--- src/rtl/core/ksp_pkg.sv ---
// Types, sizes and codes for the k smallest sum pairs block.
// Used by the controller, the datapath, the top level and the checker.
package ksp_pkg;

    localparam int FIRST_DEPTH  = 64;
    localparam int SECOND_DEPTH = 64;
    localparam int MAX_PAIRS    = 64;

    localparam int FA_W  = (FIRST_DEPTH > 1) ? $clog2(FIRST_DEPTH) : 1;
    localparam int SA_W  = (SECOND_DEPTH > 1) ? $clog2(SECOND_DEPTH) : 1;
    localparam int ROW_W = (MAX_PAIRS > 1) ? $clog2(MAX_PAIRS) : 1;
    localparam int FL_W  = $clog2(FIRST_DEPTH + 1);
    localparam int SL_W  = $clog2(SECOND_DEPTH + 1);
    localparam int CNT_W = $clog2(MAX_PAIRS + 1);
    localparam int SUM_W = 33;

    localparam logic [1:0] MODE_FIRST  = 2'd0;
    localparam logic [1:0] MODE_SECOND = 2'd1;
    localparam logic [1:0] MODE_RUN    = 2'd2;

    typedef struct packed {
        logic [1:0]         mode;
        logic signed [31:0] value;
        logic [6:0]         pair_count;
    } item_t;

    typedef struct packed {
        logic signed [31:0] first_value;
        logic signed [31:0] second_value;
        logic               pair_valid;
        logic               last;
    } result_t;

    typedef enum logic [2:0] {
        ST_IDLE,
        ST_EMPTY,
        ST_SEED_RD,
        ST_SEED_WR,
        ST_SCAN,
        ST_FETCH_A,
        ST_FETCH_B,
        ST_EMIT
    } state_t;

    typedef struct packed {
        logic accept;
        logic seed_rd;
        logic seed_wr;
        logic scan_init;
        logic scan_issue;
        logic fetch_a;
        logic fetch_b;
        logic emit_pair;
        logic emit_empty;
    } cmd_t;

    typedef struct packed {
        logic run_empty;
        logic seed_last;
        logic scan_done;
        logic pair_last;
        logic out_free;
    } stat_t;

endpackage

--- src/rtl/core/ksp_ctrl.sv ---
// Sequencer for the k smallest sum pairs block.
// Depends on ksp_pkg; drives commands into ksp_datapath.
module ksp_ctrl (
    input  logic            clk,
    input  logic            rst_n,
    input  logic            item_valid,
    input  logic [1:0]      item_mode,
    output logic            item_stall,
    input  ksp_pkg::stat_t  stat,
    output ksp_pkg::cmd_t   cmd
);

    ksp_pkg::state_t state_reg;
    ksp_pkg::state_t state_next;
    logic            fire;

    assign fire       = item_valid && (state_reg == ksp_pkg::ST_IDLE);
    assign item_stall = (state_reg != ksp_pkg::ST_IDLE);

    always_ff @(posedge clk or negedge rst_n)
    begin
        if (!rst_n)
        begin
            state_reg <= ksp_pkg::ST_IDLE;
        end
        else
        begin
            state_reg <= state_next;
        end
    end

    always_comb
    begin
        state_next = state_reg;
        case (state_reg)
            ksp_pkg::ST_IDLE:
            begin
                if (fire && item_mode == ksp_pkg::MODE_RUN)
                begin
                    state_next = stat.run_empty ? ksp_pkg::ST_EMPTY : ksp_pkg::ST_SEED_RD;
                end
            end
            ksp_pkg::ST_EMPTY:
            begin
                if (stat.out_free)
                begin
                    state_next = ksp_pkg::ST_IDLE;
                end
            end
            ksp_pkg::ST_SEED_RD:
            begin
                state_next = ksp_pkg::ST_SEED_WR;
            end
            ksp_pkg::ST_SEED_WR:
            begin
                state_next = stat.seed_last ? ksp_pkg::ST_SCAN : ksp_pkg::ST_SEED_RD;
            end
            ksp_pkg::ST_SCAN:
            begin
                if (stat.scan_done)
                begin
                    state_next = ksp_pkg::ST_FETCH_A;
                end
            end
            ksp_pkg::ST_FETCH_A:
            begin
                state_next = ksp_pkg::ST_FETCH_B;
            end
            ksp_pkg::ST_FETCH_B:
            begin
                state_next = ksp_pkg::ST_EMIT;
            end
            ksp_pkg::ST_EMIT:
            begin
                if (stat.out_free)
                begin
                    state_next = stat.pair_last ? ksp_pkg::ST_IDLE : ksp_pkg::ST_SCAN;
                end
            end
            default:
            begin
                state_next = ksp_pkg::ST_IDLE;
            end
        endcase
    end

    always_comb
    begin
        cmd = '0;
        case (state_reg)
            ksp_pkg::ST_IDLE:
            begin
                cmd.accept = fire;
            end
            ksp_pkg::ST_EMPTY:
            begin
                cmd.emit_empty = stat.out_free;
            end
            ksp_pkg::ST_SEED_RD:
            begin
                cmd.seed_rd = 1'b1;
            end
            ksp_pkg::ST_SEED_WR:
            begin
                cmd.seed_wr   = 1'b1;
                cmd.scan_init = stat.seed_last;
            end
            ksp_pkg::ST_SCAN:
            begin
                cmd.scan_issue = 1'b1;
            end
            ksp_pkg::ST_FETCH_A:
            begin
                cmd.fetch_a = 1'b1;
            end
            ksp_pkg::ST_FETCH_B:
            begin
                cmd.fetch_b = 1'b1;
            end
            ksp_pkg::ST_EMIT:
            begin
                cmd.emit_pair = stat.out_free;
                cmd.scan_init = stat.out_free && !stat.pair_last;
            end
            default:
            begin
                cmd = '0;
            end
        endcase
    end

endmodule

--- config.mk ---
export PLATFORM = sky130hd
export DESIGN_NAME = ksp_ctrl
export DESIGN_NICKNAME = d
export VERILOG_FILES = /design/src/rtl/core/ksp_pkg.sv /design/src/rtl/core/ksp_ctrl.sv
export SDC_FILE = /design/constraint.sdc
export NUM_CORES = 1
export LEC_CHECK = 0
export ABC_AREA = 1
export ABC_CLOCK_PERIOD_IN_PS = 1150
export BUFFER_PORTS_ARGS = -buffer_cell sky130_fd_sc_hd__buf_2
export CORE_AREA = 2 2 39 41
export CTS_CLUSTER_DIAMETER = 40
export DETAILED_ROUTE_END_ITERATION = 7
export DIE_AREA = 0 0 41 43
export HOLD_SLACK_MARGIN = 0.12
export MAX_ROUTING_LAYER = met4
export SLEW_MARGIN = 10
export SYNTH_ARGS = -nofsm -noshare
export SYNTH_HDL_FRONTEND = slang
export SYNTH_SLANG_ARGS = --single-unit
--- constraint.sdc ---
create_clock -name clk -period 1.15 [get_ports clk]
set_input_delay 0.0575 -clock clk [delete_from_list [all_inputs] [get_ports clk]]
set_output_delay 0.0575 -clock clk [all_outputs]
set_load 0.005 [all_outputs]
After elaboration in Yosys (flattened, before gate mapping). Index checks and enable logic that the tools add are counted.

Equal/unequal tests: 12. Mux-type cells: 17. Reductions and logical operators: 7.

Operators by type and width (number): one-hot mux 3 bit (8 select lines) (1); two-way mux 3 bit (6); equality test 3 bit (second input constant) (4); two-way mux 1 bit (8); equality test 3 x 2 -> 1 bit (second input constant) (2); != test 2 bit (second input constant) (3); AND reduction 4 bit (1); equality test 3 x 1 -> 1 bit (second input constant) (1); logical AND 1 bit (3); logical NOT 3 bit (1); nonzero test 3 bit (1); equality test 2 bit (second input constant) (1); two-way mux 2 bit (1); != test 2 x 1 -> 1 bit (second input constant) (1); one-hot mux 1 bit (2 select lines) (1); logical NOT 1 bit (1).

Flip-flop bits (word level): 3. Input bits: 10. Output and inout bits: 10. Word-level logic and storage cells: 37.

Longest topological paths before layout. Gate-level depths: netlist (run 1).

Depth after elaboration: 5. Gate-level depth with buffers: 9. Mapped depth without buffers: 8.

Worst setup path before layout (run 1). Ideal clock, no wire load.

Path type: flip-flop to flip-flop. From: register state_reg[2]. To: register state_reg[2]. Setup time: 0.116 ns. Arrival: 1.012 ns. Data required time: 1.034 ns. Path slack: 0.022 ns. Stages on the path, launching flop included: 10. Path buffers: 1. Period minus slack after synthesis: 1.128 ns. Cell sequence: dfrtp_1 > buf_6 > nor2_2 > nand2_2 > inv_2 > nand2_2 > nand2_1 > nor2_2 > nand2_1 > nand2_1.

Cells in the longest elaborated chain, start to end: 5. Elaborated cells between the ends (all ways): 16.

RTL lines: start, declared (RTL line ksp_ctrl.sv:13) `ksp_pkg::state_t state_reg;`; start signal, assigned (RTL line ksp_ctrl.sv:24) `state_reg <= ksp_pkg::ST_IDLE;`; start signal, assigned (RTL line ksp_ctrl.sv:28) `state_reg <= state_next;`; logical NOT 3 bit (RTL line ksp_ctrl.sv:17, ksp_ctrl.sv:35); logical AND 1 bit (RTL line ksp_ctrl.sv:17) `assign fire = item_valid && (state_reg == ksp_pkg::ST_IDLE);`; logical AND 1 bit (RTL line ksp_ctrl.sv:38) `if (fire && item_mode == ksp_pkg::MODE_RUN)`; != test 2 x 1 -> 1 bit (no line); AND reduction 4 bit (no line).

Several ways; a longest one is shown, not always the timed one. A chain may end at the register's enable or synchronous reset.

==> impl_metrics.json, run 1 <==
{
  "run_status": "finished, violations left",
  "rr_worst_depth": 9,
  "tns_ns": -0.690,
  "root_buffer": "clkbuf_4",
  "ir_drop_mv": 0.982,
  "crit_path_end_kind": "primary output",
  "finalWeightedCongestion": 0.830,
  "rsz0062_at_grt": "yes",
  "synth.area.top_cells": "dfrtp_1 (24%), nand2_1 (24%), nor2_1 (13%)",
  "fin_skew_ns": 0.00545,
  "die_h_um": 43,
  "path_cells": "nor2_4 > nand2_2 > buf_6 > nor2_1 > buf_2",
  "clkPwrFrac_pct": 11.3,
  "cp_max_fo": 6,
  "fin_nets": 104,
  "reg2reg_slack_ns": -0.10,
  "cts_tree": "yes",
  "antenna_found_initial": 0,
  "syn_inst": 58,
  "grt_util_met3_pct": 3.66,
  "drt_iter0_drc": 4,
  "grt_util_met1_pct": 14.6,
  "pwr-share-comb_pct": 70.7,
  "busiest_layer": "met2",
  "num_rows": 14,
  "grt_max_degree": 7,
  "die_w_um": 41,
  "initial_core_util_pct": 22.9,
  "grt_pass1_vias": 369,
  "switching_share_pct": 43.9,
  "crit_slowest_cell": "dfrtp_2",
  "grtUsageMet2_pct": 16.6,
  "syn_area_um2": 317,
  "tightest_slew_ns": 0.171,
  "yosysSeqAreaShare_pct": 23.7,
  "wirelength_um": 972,
  "power.density_nw_per_um2": 2570,
  "overflow": 0,
  "diodes": 0,
  "io_buffers": 19,
  "viasPerCell": 4.21,
  "fin_ws_ns": -0.119,
  "dpl.cell_count": 97,
  "cellLeakagePower_uw": 0.000368,
  "ys_types": 12,
  "cts_max_level": 1,
  "internal-power_uw": 899,
  "design_area_um2": 624,
  "area_growth_pct": 97.2,
  "synth-async-reset-ratio_pct": 100,
  "maxSlewViolCount": 0,
  "grt_pass1_wl_mm": 1.38,
  "post_dp_cell_area_um2": 458,
  "fillers": 145,
  "synth_top_cells_by_count": "nand2_1 (20), nor2_1 (11), inv_1 (6), nand2_2 (4), nand3_1 (4)",
  "violations": "setup timing",
  "synth_top_area_share_pct": 23.7,
  "fmax_ghz": 0.788,
  "clk_pin_slew_ns": 0.04,
  "cts_buffers": 3,
  "pwr-share-seq_pct": 17.9,
  "ant_nets": 0,
  "synth_edf_count": 0,
  "switching_power_uw": 703,
  "worstSetupPathType": "flop to primary output",
  "ios": 20,
  "r2r_end": "state_reg[1]",
  "post-dp-hpwl_um": 681,
  "crit_start": "state_reg[1]",
  "timing.slew.headroom_pct": 88.5,
  "total_power_uw": 1600,
  "instances_no_fill": 109,
  "hold_violations": 0,
  "r2r_start": "state_reg[1]",
  "track_usage_pct": 11.6,
  "yosysWarnings": 0,
  "drc": 0,
  "syn_nets": 68,
  "maxCapViolations": 0,
  "holdCritPathClass": "input port to async pin",
  "avgSynthCellArea_um2": 5.46,
  "clk_path_buf_depth": 2,
  "yosysMostFrequentCell": "nand2_1",
  "arrival_ns": 1.21,
  "startpoint_type": "flop",
  "fin_crit_sh_pct": 110,
  "drt_pass1_iterations": 4,
  "fin_crit_ns": 1.27,
  "avgRoutedWirePerCell_um": 8.92,
  "route.vias.total": 459,
  "coreArea_um2": 1380,
  "max_stage_delay_ns": 0.45,
  "layout-drive-gt1-share_pct": 59.1,
  "insertion_delay_ns": 0.23,
  "setup_viol": 8,
  "yosys_most_used_dff": "dfrtp_1",
  "clock-sinks": 3,
  "largest_register_ffs": 3,
  "yosys.area.top_type": "dfrtp_1",
  "cp_data_required_time_ns": 1.09,
  "ys_ff_latch": 3,
  "die-area_um2": 1760
}
[per-stage QoR]
step	hold WS, ns	setup slack, ns	util [%]
CTS	0.146	-0.120	43.3
global route	0.160	-0.160	45.1
global placement	-0.145	-0.0456	33.1
finish	0.149	-0.119	45.1
detailed placement	-0.146	-0.0537	33.1
floorplan	-0.238	0.0215	-
[cell usage in the layout, fill, tap and decap left out, types with 2 or more instances in the layout]
cell      netlist  routed
nor2_4          0       3
buf_2           0      18
buf_6           1       4
nand3_1         4       2
nor2_1         11       8
dfrtp_2         0       3
nand2_2         4       7
buf_4           0       8
nor2_2          2       2
nand3_2         0       2
inv_1           6       6
inv_2           3       3
clkbuf_4        0       3
nand2_1        20      17
[logic make-up (layout without fill, tap and decap cells)]
family,Yosys count,after routing,synth area share [%]
buffers and inverters,10,45,14.2
AND/OR/NAND/NOR,42,42,56.5
flip-flops,3,3,23.7
AO/OA/AOI/OAI,3,3,5.53
[worst max-delay path, delay by kind of cell (launching register included)]
kind	cells	cell delay (ns)
and+or+nand+nor	3	0.31
buffers and inverters	2	0.23
DFF	1	0.45
[layer usage]
layer,routed length (um),share of wire (%)
met1,431,44
met4,0,0
met2,479,49
met3,61,6.3
met5,0,0
[repair_timing]
item                                   4_1_cts  5_1_grt
hold buffers                                 1        0
endpoints found under the hold margin        3        0
resized for setup                           13        6
setup endpoints to repair                    9       13
gates cloned                                 0        0
setup buffers                                7        0
pin swaps                                    3        3
[cell type report]
cell class              instances  area (um2)  area share, %
multi-input cells              45         240           38.5
repair buffers                 32         225           36.1
flip-flops and latches          3        78.8           12.6
inverters                       9        33.8           5.41
clock buffers                   4        26.3           4.21
well taps                      16        20.0           3.21
[worst max-delay path by stage]
stage | to | slack (ns) | depth (start not counted)
2_1_floorplan | state_reg[2] | 0.02 | 9
3_3_place_gp | state_reg[1] | -0.05 | 8
3_5_place_dp | state_reg[1] | -0.05 | 8
4_1_cts | cmd[0] | -0.12 | 5
5_1_grt | cmd[0] | -0.16 | 5
6_report | cmd[8] | -0.12 | 5
[power groups by stage]
stage	clock network, uW	logic [uW]	registers (uW)
floorplan	0	505	222
global placement	0	742	261
detailed placement	0	751	263
CTS	186	1080	277
global route	196	1240	296
finish	182	1130	287
No activity file was read; power rests on OpenSTA's default activity.
==> run 2, diff against run 1 <==
CELL_PAD_IN_SITES_DETAIL_PLACEMENT = 2   (was not set)
CELL_PAD_IN_SITES_GLOBAL_PLACEMENT = 2   (was not set)
CORE_AREA = not set   (was 2 2 39 41)
CORE_MARGIN = 2   (was not set)
CORE_UTILIZATION = 15   (was not set)
DIE_AREA = not set   (was 0 0 41 43)
PLACE_DENSITY_LB_ADDON = 0.1   (was not set)
==> run 2 against run 1 <==
Compared with the run above: the flow still finishes with violations (setup timing); die area is 41% higher; critical path depth stayed put; non-clock buffer count unchanged; combinational power grew 16%; flip-flop and latch count unchanged; clock power about the same; register-to-register slack better by 0.05 ns; sequential power is 3% higher.
==> impl_metrics.json, run 2 (synthesis results as in run 1) <==
{
  "startpoint_type": "flop",
  "fin_skew_ns": 0.00211,
  "ant_nets": 0,
  "root_buffer": "clkbuf_4",
  "drc": 0,
  "worstSetupPathType": "flop to primary output",
  "viasPerCell": 4.06,
  "violations": "setup timing",
  "cp_num_buf_inv": 2,
  "fmax_ghz": 0.771,
  "cts_max_level": 1,
  "cts_tree": "yes",
  "rsz0062_at_grt": "yes",
  "maxSlewViolCount": 0,
  "ir_drop_mv": 0.797,
  "final_cell_mix": "buf_2 (19), nand2_1 (17), buf_4 (7)",
  "die_h_um": 49.9,
  "layout-drive-gt1-share_pct": 65.6,
  "internal-power_uw": 929,
  "drt_pass1_iterations": 2,
  "cellLeakagePower_uw": 0.000380,
  "coreArea_um2": 1980,
  "cp_max_fo": 5,
  "die-area_um2": 2490,
  "grt_max_degree": 8,
  "fin_crit_sh_pct": 113,
  "switching_share_pct": 48.1,
  "die_w_um": 49.9,
  "finalWeightedCongestion": 0.696,
  "holdCritPathClass": "input port to async pin",
  "pwr-share-comb_pct": 73.4,
  "crit_path_end_kind": "primary output",
  "crit_family": "flip-flops",
  "drt_iter0_drc": 1,
  "grt_pass1_wl_mm": 2.03,
  "dpl.cell_count": 110,
  "largest_register_ffs": 3,
  "timing.slew.headroom_pct": 87.7,
  "cts_buffers": 3,
  "overflow": 0,
  "tightest_slew_ns": 0.182,
  "grt_pass1_vias": 466,
  "final_core_util_pct": 34.1,
  "switching_power_uw": 860,
  "ios": 20,
  "crit_slowest_cell": "dfrtp_2",
  "hold_violations": 0,
  "num_rows": 16,
  "path_cells": "nor2_4 > nand2_4 > buf_6 > nor2_2 > buf_2",
  "instances_no_fill": 120,
  "diodes": 0,
  "arrival_ns": 1.24,
  "cp_data_required_time_ns": 1.09,
  "route.vias.total": 487,
  "pwr-share-seq_pct": 16.6,
  "fillers": 246,
  "area_growth_pct": 113,
  "track_usage_pct": 11.4,
  "fin_crit_ns": 1.30,
  "power.density_nw_per_um2": 2650,
  "tns_ns": -0.712,
  "avgRoutedWirePerCell_um": 11.5,
  "total_power_uw": 1790,
  "max_stage_delay_ns": 0.45,
  "layout_commonest_cell": "buf_2",
  "clock-sinks": 3,
  "insertion_delay_ns": 0.23,
  "hold_ws_ns": 0.148,
  "clk_path_buf_depth": 2,
  "maxCapViolations": 0,
  "wirelength_mm": 1.38,
  "fin_nets": 104,
  "clk_pin_slew_ns": 0.04,
  "setup_viol": 10,
  "io_buffers": 19,
  "initial_core_util_pct": 16.0,
  "antenna_found_initial": 0,
  "fin_ws_ns": -0.147,
  "run_status": "finished, violations left",
  "post-dp-hpwl_mm": 1.01,
  "clkPwrFrac_pct": 10.1
}
run 2: cell types whose count changed in the layout (fill, tap and decap cells not counted), moves of 3 or more:
cell | before | now
nor2_4 | 3 | 6
nand2_2 | 7 | 4
nand2_4 | 0 | 3
nor2_1 | 8 | 5
run 2: final timing paths:
| path | start | to | slack [ns] | cells after the start |
|---|---|---|---|---|
| max in group asynchronous | rst_n | state_reg[0] | 0.88 | 2 |
| worst min register to register | state_reg[0] | state_reg[0] | 0.71 | 3 |
| min in group clk | stat[3] | state_reg[2] | 0.18 | 5 |
| worst max register to register | state_reg[2] | state_reg[1] | -0.05 | 8 |
| worst max-delay path | state_reg[2] | cmd[8] | -0.15 | 5 |
| worst min-delay path | rst_n | state_reg[2] | 0.15 | 2 |
run 2: repair_timing:
action                                 CTS  global route
hold buffers                             1             0
pin swaps                                1             2
endpoints found under the hold margin    3             0
resized for setup                       15            18
setup endpoints to repair               12            12
buffers inserted                         4             1
run 2: layer usage:
| metal | share of wire, % | vias up | global-route usage (%) |
|---|---|---|---|
| met5 | 0 | - | - |
| met4 | 0.65 | 0 | 8.33 |
| met3 | 5.4 | 2 | 1.82 |
| met2 | 56 | 14 | 18.7 |
| met1 | 38 | 224 | 12.5 |
| li1 | - | 247 | - |
run 2: power by group through the flow:
stage	logic, uW	clock network, uW	registers (uW)
2_1_floorplan	505	0	222
3_3_place_gp	823	0	260
3_5_place_dp	835	0	262
4_1_cts	1060	189	295
5_1_grt	1460	202	312
6_report	1310	180	297
run 2: cell type report:
| cell class | instances | area, um2 | share of cell area, % |
|---|---|---|---|
| well taps | 27 | 33.8 | 5.00 |
| inverters | 9 | 36.3 | 5.37 |
| multi-input cells | 45 | 287 | 42.4 |
| flip-flops and latches | 3 | 78.8 | 11.7 |
| clock buffers | 4 | 26.3 | 3.89 |
| repair buffers | 32 | 214 | 31.7 |
run 2: through the flow:
step	area, um2	setup slack, ns
2_1_floorplan	317	0.0215
3_3_place_gp	487	-0.0792
3_5_place_dp	487	-0.0906
4_1_cts	603	-0.138
5_1_grt	676	-0.207
6_report	676	-0.147
run 2: worst register-to-register path, delay by kind of cell, from the launching register on:
family,cells,cell delay [ns]
buf+inv,1,0.15
simple gates,7,0.50
flops,1,0.43
==> run 3, diff against run 2 <==
ABC_CLOCK_PERIOD_IN_PS = 1400   (was 1150)
CORE_UTILIZATION = 17   (was 15)
clock period = 1.4 ns   (was 1.15 ns; I/O delays follow)
==> run 3 against run 2 <==
Compared with the run above: the flow now finishes without violations; clock skew decreased by 0.00080 ns; wire length decreased by 24%; clock-buffer cell count unchanged; power decreased by 44%; global-route usage decreased by 0.27 points; critical endpoint unchanged.
==> impl_metrics.json, run 3 (synthesis results as in run 1) <==
{
  "r2r_start": "state_reg[0]",
  "die-area_um2": 2220,
  "route.vias.total": 434,
  "startpoint_type": "flop",
  "insertion_delay_ns": 0.23,
  "layout_commonest_cell": "nand2_1",
  "ir_drop_mv": 0.391,
  "maxCapViolations": 0,
  "fmax_ghz": 0.792,
  "cp_max_fo": 5,
  "pwr-share-comb_pct": 62.3,
  "largest_register_ffs": 3,
  "cts_tree": "yes",
  "cp_data_required_time_ns": 1.33,
  "finalWeightedCongestion": 0.679,
  "cts_buffers": 3,
  "ant_nets": 0,
  "io_buffers": 19,
  "tightest_slew_ns": 0.187,
  "drt_pass1_iterations": 4,
  "viasPerCell": 3.98,
  "fin_ws_ns": 0.138,
  "grt_max_degree": 8,
  "clk_path_buf_depth": 2,
  "fillers": 239,
  "initial_core_util_pct": 18.1,
  "rsz0062_at_grt": "no",
  "overflow": 0,
  "power.density_nw_per_um2": 2010,
  "clk_pin_slew_ns": 0.04,
  "holdCritPathClass": "input port to async pin",
  "setup_viol": 0,
  "die_w_um": 47.2,
  "layout-drive-gt1-share_pct": 45.2,
  "diodes": 0,
  "crit_path_end_kind": "primary output",
  "post-dp-hpwl_um": 907,
  "hold_violations": 0,
  "die_h_um": 47.2,
  "run_status": "finished, final reports clean",
  "maxSlewViolCount": 0,
  "final_cell_mix": "nand2_1 (20), buf_2 (19), nor2_1 (11)",
  "cp-endpoint": "cmd[8]",
  "root_buffer": "clkbuf_4",
  "wirelength_mm": 1.06,
  "grt_pass1_wl_mm": 1.68,
  "num_rows": 15,
  "grt_pass1_vias": 422,
  "drt_iter0_drc": 3,
  "drc": 0,
  "area_growth_pct": 57.7,
  "arrival_ns": 1.19,
  "dpl_worst_slack_ns": 0.161,
  "clkPwrFrac_pct": 15.4,
  "ios": 20,
  "coreArea_um2": 1750,
  "switching_power_uw": 494,
  "worstSetupPathType": "flop to primary output",
  "fin_skew_ns": 0.00131,
  "switching_share_pct": 49.3,
  "fin_crit_ns": 1.26,
  "instances_no_fill": 109,
  "track_usage_pct": 11.1,
  "r2r_end": "state_reg[2]",
  "timing.slew.headroom_pct": 87.4,
  "cellLeakagePower_uw": 0.000309,
  "avgRoutedWirePerCell_um": 9.69,
  "fin_crit_sh_pct": 90.2,
  "fin_nets": 95,
  "tns_ns": 0,
  "dpl.cell_count": 102,
  "cts_max_level": 1,
  "reg2reg_slack_ns": 0.18,
  "antenna_found_initial": 0,
  "crit_start": "state_reg[0]",
  "clock-sinks": 3,
  "rr_worst_depth": 9,
  "pwr-share-seq_pct": 22.3,
  "internal-power_uw": 509
}
[run 3: changes by cell type in the layout (fill, tap and decap cells not counted)]
cell     delta
nand3_1     +2
inv_4       -1
nor2_4      -6
inv_1       +1
a21oi_1     +2
nand2_1     +3
nand3_2     -2
nand2_4     -3
buf_4       -4
nor2_1      +6
buf_6       -5
a21oi_2     -2
[run 3: how the worst min path moves through the flow]
stage / startpoint / endpoint / slack [ns] / cells past startpoint
after floorplan: rst_n / state_reg[0] / -0.23 / 0
after global placement: rst_n / state_reg[1] / -0.13 / 1
after detailed placement: rst_n / state_reg[0] / -0.13 / 1
after CTS: rst_n / state_reg[0] / 0.16 / 2
after global routing: rst_n / state_reg[0] / 0.18 / 2
final: rst_n / state_reg[0] / 0.16 / 2
[run 3: cell type report]
type                    instances  area (um2)  share of cell area [%]
clock buffers                   4        26.3                    5.26
inverters                       9        33.8                    6.77
multi-input cells              45         201                    40.4
flip-flops and latches          3        78.8                    15.8
well taps                      25        31.3                    6.27
repair buffers                 23         128                    25.6
[run 3: metrics by stage]
stage                     total power [uW]  utilization (%)  area (um2)  hold slack [ns]
final                                 1000             28.6         499            0.156
after global routing                  1120             28.6         499            0.176
after CTS                              968             27.2         475            0.158
after detailed placement               806             25.2         439           -0.132
after global placement                 799             25.2         439           -0.132
after floorplan                        598                -         317           -0.226
[run 3: power by group through the flow]
stage                     Clock (uW)  Sequential, uW  Combinational [uW]
after global placement             0             224                 575
final                            154             224                 624
after global routing             166             236                 719
after detailed placement           0             224                 581
after CTS                        158             224                 587
after floorplan                    0             182                 415
[run 3: per-layer routing]
| metal | wire, um | vias to the layer above | part of all wire, % | track usage (%) |
|---|---|---|---|---|
| li1 | - | 227 | - | - |
| met1 | 507 | 191 | 48 | 14.1 |
| met2 | 470 | 14 | 45 | 18.6 |
| met3 | 59 | 2 | 5.6 | 0 |
| met4 | 19 | 0 | 1.8 | 5.00 |
| met5 | 0 | - | 0 | - |
[run 3: what timing repair did]
| action | CTS | global route |
|---|---|---|
| buffers inserted | 0 | 2 |
| hold buffers | 1 | 0 |
| resized for setup | 0 | 4 |
| hold endpoints to repair | 3 | 0 |
| endpoints found under the setup margin | 0 | 1 |
[run 3: worst max-delay path, cell delays in order, from the launching register on]
cell,delay (ns)
dfrtp_2,0.43
buf_4,0.16
inv_2,0.08
nand2_2,0.09
nor2_1,0.09
buf_2,0.11
